<file path="config.mk">
export PLATFORM = sky130hd
export DESIGN_NAME = unicode_escape_decoder_top
export DESIGN_NICKNAME = d
export VERILOG_FILES = /design/src/rtl/uesc_pkg.sv /design/src/rtl/uesc_decode.sv /design/src/rtl/uesc_outq.sv /design/src/rtl/unicode_escape_decoder_top.sv
export SDC_FILE = /design/constraint.sdc
export NUM_CORES = 1
export LEC_CHECK = 0
export ABC_CLOCK_PERIOD_IN_PS = 4000
export BUFFER_PORTS_ARGS = -buffer_cell sky130_fd_sc_hd__buf_2
export CAP_MARGIN = 10
export CORE_AREA = 2 2 90 101
export CTS_BUF_LIST = sky130_fd_sc_hd__clkbuf_4 sky130_fd_sc_hd__clkbuf_8
export CTS_CLUSTER_SIZE = 10
export DETAILED_ROUTE_END_ITERATION = 8
export DIE_AREA = 0 0 92 103
export GPL_ROUTABILITY_DRIVEN = 0
export SETUP_SLACK_MARGIN = 0.4
export SKIP_CTS_REPAIR_TIMING = 1
export SYNTH_ARGS = -nofsm -noshare
export SYNTH_HDL_FRONTEND = slang
export SYNTH_HIERARCHICAL = 1
export SYNTH_SLANG_ARGS = --single-unit
</file>
<file path="constraint.sdc">
create_clock -name clk -period 4 [get_ports clk]
set_input_delay 0.4 -clock clk [delete_from_list [all_inputs] [get_ports clk]]
set_output_delay 0.4 -clock clk [all_outputs]
set_load 0.005 [all_outputs]
</file>
<file path="src/rtl/uesc_pkg.sv">
// Shared types and constants for the backslash-u escape decoder.
// No dependencies; used by every RTL module of the decoder.
package uesc_pkg;

  localparam int BYTE_W = 8;
  localparam int UNIT_W = 16;

  // Fixed character and code-unit values
  localparam logic [UNIT_W-1:0] REPL_UNIT  = 16'hFFFD;
  localparam logic [BYTE_W-1:0] CH_BSLASH  = 8'h5C;
  localparam logic [BYTE_W-1:0] CH_LOWER_U = 8'h75;
  localparam logic [BYTE_W-1:0] CH_UPPER_U = 8'h55;
  localparam logic [BYTE_W-1:0] CH_LOWER_N = 8'h6E;
  localparam logic [BYTE_W-1:0] CH_LOWER_R = 8'h72;
  localparam logic [BYTE_W-1:0] CH_LOWER_T = 8'h74;
  localparam logic [3:0]        HEX_ALPHA_BASE = 4'hA;

  // Units produced by one byte: count (0..2) and up to two code units
  typedef struct packed {
    logic [1:0]        cnt;
    logic [UNIT_W-1:0] unit0;
    logic [UNIT_W-1:0] unit1;
  } dec_res_t;

endpackage

</file>
<file path="src/rtl/uesc_decode.sv">
// Escape decoder: escape state and hex accumulator, one byte per step.
// Depends on uesc_pkg; produces up to two code units per byte.
module uesc_decode (
  input  logic                        clk,
  input  logic                        rst_n,
  input  logic [uesc_pkg::BYTE_W-1:0] byte_in,
  input  logic                        take,
  output uesc_pkg::dec_res_t          res
);

  typedef enum logic [2:0] {
    PH_IDLE = 3'd0,
    PH_ESC  = 3'd1,
    PH_HEX1 = 3'd2,
    PH_HEX2 = 3'd3,
    PH_HEX3 = 3'd4,
    PH_HEX4 = 3'd5
  } phase_t;

  phase_t                      phase_r, phase_nxt;
  logic [uesc_pkg::UNIT_W-1:0] hex_r, hex_nxt;
  logic [uesc_pkg::UNIT_W-1:0] plain;
  logic [uesc_pkg::UNIT_W-1:0] hex_shift;
  logic                        is_hex;
  logic [3:0]                  digit;

  // Plain byte, high bytes become the replacement unit
  assign plain = byte_in[uesc_pkg::BYTE_W-1] ? uesc_pkg::REPL_UNIT
                                              : {8'h00, byte_in};

  // Hex digit recognition, either case
  always_comb begin
    is_hex = 1'b0;
    digit  = 4'h0;
    if (byte_in >= 8'h30 && byte_in <= 8'h39) begin
      is_hex = 1'b1;
      digit  = 4'(byte_in - 8'h30);
    end else if (byte_in >= 8'h61 && byte_in <= 8'h66) begin
      is_hex = 1'b1;
      digit  = 4'(byte_in - 8'h61) + uesc_pkg::HEX_ALPHA_BASE;
    end else if (byte_in >= 8'h41 && byte_in <= 8'h46) begin
      is_hex = 1'b1;
      digit  = 4'(byte_in - 8'h41) + uesc_pkg::HEX_ALPHA_BASE;
    end
  end

  assign hex_shift = {hex_r[uesc_pkg::UNIT_W-5:0], digit};

  // Next state and emitted units
  always_comb begin
    phase_nxt = phase_r;
    hex_nxt   = hex_r;
    res.cnt   = 2'd1;
    res.unit0 = plain;
    res.unit1 = plain;
    unique case (phase_r)
      PH_ESC: begin
        phase_nxt = PH_IDLE;
        if (byte_in == uesc_pkg::CH_LOWER_U || byte_in == uesc_pkg::CH_UPPER_U) begin
          hex_nxt   = '0;
          phase_nxt = PH_HEX1;
          res.cnt   = 2'd0;
        end else if (byte_in == uesc_pkg::CH_LOWER_N || byte_in == uesc_pkg::CH_LOWER_R ||
                     byte_in == uesc_pkg::CH_LOWER_T) begin
          res.cnt   = 2'd2;
          res.unit0 = {8'h00, uesc_pkg::CH_BSLASH};
        end
      end
      PH_HEX1, PH_HEX2, PH_HEX3, PH_HEX4: begin
        if (is_hex) begin
          hex_nxt = hex_shift;
          if (phase_r == PH_HEX4) begin
            phase_nxt = PH_IDLE;
            res.unit0 = hex_shift;
          end else begin
            phase_nxt = phase_t'(phase_r + 3'd1);
            res.cnt   = 2'd0;
          end
        end else begin
          // partial value, then the offending byte
          phase_nxt = PH_IDLE;
          res.cnt   = 2'd2;
          res.unit0 = hex_r;
        end
      end
      default: begin
        if (byte_in == uesc_pkg::CH_BSLASH) begin
          phase_nxt = PH_ESC;
          res.cnt   = 2'd0;
        end else begin
          phase_nxt = PH_IDLE;
        end
      end
    endcase
  end

  always_ff @(posedge clk) begin
    if (!rst_n) begin
      phase_r <= PH_IDLE;
      hex_r   <= '0;
    end else if (take) begin
      phase_r <= phase_nxt;
      hex_r   <= hex_nxt;
    end
  end

endmodule

</file>
<file path="src/rtl/uesc_outq.sv">
// Two-entry result queue that serializes code units onto the output stream.
// Depends on uesc_pkg; takes a whole pair per push, emits one unit per cycle while out_tready is high.
module uesc_outq (
  input  logic                        clk,
  input  logic                        rst_n,
  input  uesc_pkg::dec_res_t          res,
  input  logic                        push,
  output logic                        room,
  output logic                        out_tvalid,
  input  logic                        out_tready,
  output logic [uesc_pkg::UNIT_W-1:0] out_tdata,   // [15:0] code_unit
  output logic                        out_tlast    // last_unit
);

  logic [uesc_pkg::UNIT_W-1:0] q_unit_r [2];
  logic [uesc_pkg::UNIT_W-1:0] q_unit_nxt [2];
  logic [1:0]                  q_last_r, q_last_nxt;
  logic [1:0]                  q_cnt_r, q_cnt_nxt;
  logic [1:0]                  cnt_pop;
  logic                        pop;

  assign out_tvalid = (q_cnt_r != 2'd0);
  assign out_tdata  = q_unit_r[0];
  assign out_tlast  = q_last_r[0];
  assign pop        = out_tvalid && out_tready;
  assign cnt_pop    = q_cnt_r - {1'b0, pop};
  assign room       = ({1'b0, cnt_pop} + {1'b0, res.cnt}) <= 3'd2;

  // Shift on pop, then append the new pair behind what is left
  always_comb begin
    q_unit_nxt = q_unit_r;
    q_last_nxt = q_last_r;
    if (pop) begin
      q_unit_nxt[0] = q_unit_r[1];
      q_last_nxt[0] = q_last_r[1];
    end
    q_cnt_nxt = cnt_pop;
    if (push && res.cnt != 2'd0) begin
      q_cnt_nxt = cnt_pop + res.cnt;
      if (cnt_pop == 2'd0) begin
        q_unit_nxt[0] = res.unit0;
        q_last_nxt[0] = (res.cnt == 2'd1);
        q_unit_nxt[1] = res.unit1;
        q_last_nxt[1] = 1'b1;
      end else begin
        q_unit_nxt[1] = res.unit0;
        q_last_nxt[1] = 1'b1;
      end
    end
  end

  always_ff @(posedge clk) begin
    if (!rst_n) begin
      q_cnt_r <= 2'd0;
    end else begin
      q_cnt_r <= q_cnt_nxt;
    end
    q_unit_r <= q_unit_nxt;
    q_last_r <= q_last_nxt;
  end

endmodule

</file>
<file path="src/rtl/unicode_escape_decoder_top.sv">
// An accepted byte is held in the input register until the output queue has room
// for its code units. Throughput: one byte per cycle for bytes with at most one
// unit while out_tready is high; a byte with two units fills the output queue, so
// the sustained worst case is set by the one-unit-per-cycle output port.
// Reset (rst_n low, synchronous) empties the input register and output queue
// and returns the decoder to idle with a cleared hex accumulator.
module unicode_escape_decoder_top (
  input  logic                        clk,
  input  logic                        rst_n,
  input  logic                        in_tvalid,
  output logic                        in_tready,
  input  logic [uesc_pkg::BYTE_W-1:0] in_tdata,    // [7:0] in_byte
  output logic                        out_tvalid,
  input  logic                        out_tready,
  output logic [uesc_pkg::UNIT_W-1:0] out_tdata,   // [15:0] code_unit
  output logic                        out_tlast    // last_unit
);

  logic                        s1_valid_r;
  logic [uesc_pkg::BYTE_W-1:0] s1_byte_r;
  logic                        take;
  logic                        room;
  uesc_pkg::dec_res_t          res;

  // Input register; refills as soon as its byte moves on
  assign take      = s1_valid_r && room;
  assign in_tready = !s1_valid_r || take;

  always_ff @(posedge clk) begin
    if (!rst_n) begin
      s1_valid_r <= 1'b0;
    end else if (in_tready) begin
      s1_valid_r <= in_tvalid;
    end
    if (in_tready && in_tvalid) begin
      s1_byte_r <= in_tdata;
    end
  end

  uesc_decode u_decode (
    .clk     (clk),
    .rst_n   (rst_n),
    .byte_in (s1_byte_r),
    .take    (take),
    .res     (res)
  );

  uesc_outq u_outq (
    .clk        (clk),
    .rst_n      (rst_n),
    .res        (res),
    .push       (take),
    .room       (room),
    .out_tvalid (out_tvalid),
    .out_tready (out_tready),
    .out_tdata  (out_tdata),
    .out_tlast  (out_tlast)
  );

endmodule

</file>
# After elaboration in Yosys (flattened, before gate mapping)
# Cells that the tools add are included.
[word_totals] register_bits=63
[classes] order_cmp=7 n_reduce_logical=18 eq_ne=14 mux=32 n_addsub=9
[op_table] op="$mux 16" n=8
[op_table] op="$pmux 16 s2" n=2
[op_table] op="$eq 8x7->1 const B" n=6
[op_table] op="$mux 18" n=2
[op_table] op="$mux 32" n=1
[op_table] op="$ge 8x7->1 const B" n=2
[op_table] op="$le 8x7->1 const B" n=2
[op_table] op="$mux 4" n=3
[op_table] op="$sub 4x1->4 const B" n=3
[op_table] op="$mux 1" n=9
[op_table] op="$add 4x4->4 const B" n=2
[op_table] op="$ge 8x6->1 const B" n=1
[op_table] op="$le 8x6->1 const B" n=1
[op_table] op="$logic_and 1x1->1" n=7
[op_table] op="$eq 3x2->1 const B" n=2
[op_table] op="$eq 3x3->1 const B" n=2
[op_table] op="$mux 2" n=3
[op_table] op="$mux 3" n=2
[op_table] op="$pmux 3 s2" n=1
[op_table] op="$reduce_bool 2->1" n=3
[op_table] op="$logic_or 1x1->1" n=4
[op_table] op="$ne 2x1->1 const B" n=2
[op_table] op="$pmux 2 s2" n=1
[op_table] op="$reduce_and 4->1" n=1
[op_table] op="10 further kinds" n=10

# Longest topological paths before layout
[logic_depth] depth_word=13 depth_mapped=20 ltp_nobuf=18

# Cells and area by module
# Netlist, hierarchy kept.
[modules_own_cells] mod="uesc_outq" instances=1 cells_each=130 seq_area_each_um2=860.8 area_per_inst_um2=1790.5
[modules_own_cells] mod="uesc_decode" instances=1 cells_each=210 seq_area_each_um2=380.4 area_per_inst_um2=1621.6
[modules_own_cells] mod="unicode_escape_decoder_top" instances=1 cells_each=14 seq_area_each_um2=260.2 area_per_inst_um2=305.3

# Worst setup path after synthesis
# Ideal clock, no wire load.
[synth_timing] kind="register to register" startpoint="register s1_byte_r[7] (netlist name)" endpoint="register u_outq.q_unit_r, in the netlist u_outq/out_tdata[0]" required_time_ns=3.879 period_less_slack_ns=4.274 t_arrival_ns=4.153 slack_ns=-0.274 path_buffers=2 path_stages_with_launch=17 cell_sequence="edfxtp_1 > or4b_4 > or3_4 > nand2_1 > buf_4 > nand2_1 > a2bb2oi_1 > ha_1 > inv_1 > fa_1 > inv_1 > a21boi_0 > and2_2 > o21ai_1 > nor3_4 > buf_6 > mux2_2"
[synth_rtl] item="start: declaration" line_no="unicode_escape_decoder_top.sv:20" rtl="logic [uesc_pkg::BYTE_W-1:0] s1_byte_r;"
[synth_rtl] item="start signal: assignment" line_no="unicode_escape_decoder_top.sv:36" rtl="s1_byte_r <= in_tdata;"
[synth_rtl] item="end signal: assignment" line_no="uesc_outq.sv:58" rtl="q_unit_r <= q_unit_nxt;"
[synth_rtl] item="end: declaration" line_no="uesc_outq.sv:15" rtl="logic [uesc_pkg::UNIT_W-1:0] q_unit_r [2];"

==> impl_metrics.env <==
export IMPL_rr_worst_depth=16
export IMPL_final_core_util_pct=50.22
export IMPL_vias=2774
export IMPL_synth_area_um2=3717
export IMPL_initial_core_util_pct=43.44
export IMPL_powerDensity_nw_per_um2=374.9
export IMPL_cp_data_arrival_time_ns=4.07
export IMPL_syn_inst=354
export IMPL_fin_crit_ns=3.838
export IMPL_clk_pin_slew_worst_paths_ns=0.07
export IMPL_crit_reg2reg_launch="s1_byte_r[7]"
export IMPL_antenna_found_initial=0
export IMPL_startpoint_type="flop"
export IMPL_fmax_mhz=260.5
export IMPL_grt_pass1_wl_mm=13.49
export IMPL_hold_class="input port to flop"
export IMPL_ys_seq_area_share_pct=40.39
export IMPL_holdCritStartpoint="in_tdata[1]"
export IMPL_crit_start="s1_byte_r[7]"
export IMPL_setup_viol=0
export IMPL_cp_max_fo=17
export IMPL_grt_overflow=0
export IMPL_die_area_um2=9476
export IMPL_cts_made_buffers=9
export IMPL_yosysWarnings=6
export IMPL_drt_iter0_drc=239
export IMPL_cts_tree="built"
export IMPL_finalSetupTns_ns=0
export IMPL_synth_edf_count=24
export IMPL_rows=36
export IMPL_drt_pass1_iterations=4
export IMPL_core_area_um2=8558
export IMPL_path_class="flop to flop"
export IMPL_cts_root_buf="clkbuf_8"
export IMPL_viasPerCell=5.471
export IMPL_finalWirelength_mm=8.363
export IMPL_cts_sinks=63
export IMPL_finClkSkew_ns=0.01083
export IMPL_async_reset_ff_share_pct=0
export IMPL_io_pins=31
export IMPL_grt_start_max_net_pins=21
export IMPL_die_y_um=103
export IMPL_die_width_um=92
export IMPL_max_slew_margin_pct=46.26
export IMPL_worstMarginPinSlew_ns=0.8034
export IMPL_outcome="completed"
export IMPL_fin_nets=407
export IMPL_rsz0062_at_grt="yes"
export IMPL_numPortBuffers=30
export IMPL_syn_to_final_growth_pct=15.62
export IMPL_maxCapViolations=0
export IMPL_worst_setup_path_end_kind="flop"
export IMPL_postSynthAreaPerCell_um2=10.50
export IMPL_post_route_drc_count=0
export IMPL_rrSetupSlack_ns=0.16
export IMPL_hold_depth=1
export IMPL_synth_cell_types=70
export IMPL_groute_usage_overall_pct=18.41
export IMPL_ant_nets=0
export IMPL_clk_latency_ns=0.34
export IMPL_ys_seq_elements=63
export IMPL_finalHoldViolCount=0
export IMPL_r2r_end="u_outq/out_tdata[10]"
export IMPL_layout_drive_gt1_share_pct=43.77
export IMPL_clockBufferDepth=2
export IMPL_antenna_cells=0
export IMPL_grt_pass1_vias=2601
export IMPL_dp_hpwl_mm=5.869
export IMPL_synth_fp_nets=372
export IMPL_leakage_nw=1.699
export IMPL_slew_violations=0
export IMPL_h_tree_depth=3
export IMPL_cp_required_ns=4.23
export IMPL_hold_path_end="s1_byte_r[1]"
export IMPL_synthFlopType="dfxtp_1"
export IMPL_routedWlPerCell_um=16.50
export IMPL_ir_drop_mv=0.1539
export IMPL_post_route_period_util_pct=95.96
==> cell families (layout without fill, tap and decap cells) <==
kind of cell / Yosys count / after routing / share of synthesized area, %
fa+ha+maj: 6 / 6 / 2.221
compound gates: 77 / 77 / 15.01
flops: 63 / 63 / 40.39
mux: 51 / 51 / 16.26
xor+xnor: 2 / 2 / 0.4713
buf+inv: 56 / 94 / 9.357
simple gates: 99 / 100 / 16.29
==> stage by stage <==
step,hold WS [ns],cell area [µm²],std cells,total power (W),setup slack [ns]
floorplan,0.4405,3751,354,0.001037,0.02360
global placement,0.4554,3890,474,0.001059,0.2425
detailed placement,0.4608,3890,474,0.001067,0.09742
CTS,0.2208,4076,489,0.001601,0.05354
global route,0.2171,4298,507,0.001696,0.005304
finish,0.2303,4298,507,0.001611,0.1617
==> how the worst max path moves through the flow <==
stage,to,slack (ns),cells after the start
CTS,u_decode/hex_r[12],0.05,18
global placement,u_decode/hex_r[12],0.24,18
floorplan,u_outq/out_tdata[0],0.02,16
detailed placement,u_decode/hex_r[7],0.1,18
global route,u_outq/out_tdata[10],0.005,16
finish,u_outq/out_tdata[10],0.16,16
==> registers in the layout, summed over array words and instances (netlist names) <==
signal / cells
u_outq/out_tdata: 16
u_outq/q_cnt_r: 2
s1_byte_r: 8
u_outq/q_last_r: 1
u_outq/q_unit_r: 16
u_decode/hex_r: 16
s1_valid_r: 1
u_decode/phase_r: 3
==> critical path: stages, from the launching register on <==
cell and delay (ns):
edfxtp_1 0.40, or4b_4 0.56, or3_4 0.36, nand2_4 0.10, nand2_2 0.05, a2bb2oi_2 0.19, ha_2 0.19, inv_2 0.04
fa_1 0.50, inv_2 0.05, a21boi_2 0.15, and2_4 0.20, buf_6 0.11, o21ai_4 0.07, nor3_4 0.22, buf_12 0.18
mux2_2 0.35
==> layout by cell type, fill, tap and decap left out, types with 4 or more instances in the layout <==
cell	n
dfxtp_1	39
mux2_2	39
buf_4	32
buf_2	29
edfxtp_1	24
o21ai_0	18
nand2_1	17
nand3_1	13
nor2_1	11
a22o_1	11
clkbuf_8	9
mux2_4	9
a21oi_1	8
inv_1	7
and3_1	7
a31oi_1	7
nor3_1	6
nor2b_1	5
a221o_1	5
or2_2	5
and2_4	4
inv_2	4
nor3b_1	4
==> cell usage after synthesis, types with 7 or more instances <==
cell type / count / area, µm²
dfxtp_1: 39 / 780.8
mux2_2: 39 / 439.2
buf_4: 30 / 225.2
edfxtp_1: 24 / 720.7
o21ai_0: 20 / 100.1
nand2_1: 19 / 71.32
inv_1: 13 / 48.80
nand3_1: 13 / 65.06
a22o_1: 11 / 96.34
nor2_1: 11 / 41.29
mux2_4: 9 / 135.1
a21oi_1: 8 / 40.04
a31oi_1: 7 / 43.79
and3_1: 7 / 43.79
clkbuf_1: 7 / 26.28
==> final cells by class <==
type	count	area, µm²
multi-input cells	236	1941
flip-flops and latches	63	1501
repair buffers	66	473.0
fillers	807	4260
clock inverters	4	47.55
inverters	13	53.80
well taps	114	142.6
clock buffers	11	138.9
==> report_power, final <==
part	switching (W)	total, W	leakage, nW	internal, W
logic	0.000129	0.000319	1.06	0.000190
registers	0.0000291	0.000761	0.545	0.000732
clock network	0.000236	0.000532	0.0960	0.000296
==> routing by layer <==
layer / vias to the layer above / part of all wire [%] / GRT usage (%) / wire length (µm)
li1: 1347 / - / - / -
met1: 1307 / 45 / 25.10 / 3782
met2: 98 / 46 / 28.56 / 3818
met3: 22 / 5.9 / 3.363 / 497
met4: 0 / 3.1 / 8.726 / 263
met5: - / 0 / 0 / 0
Power figures use the tool's default switching activity.
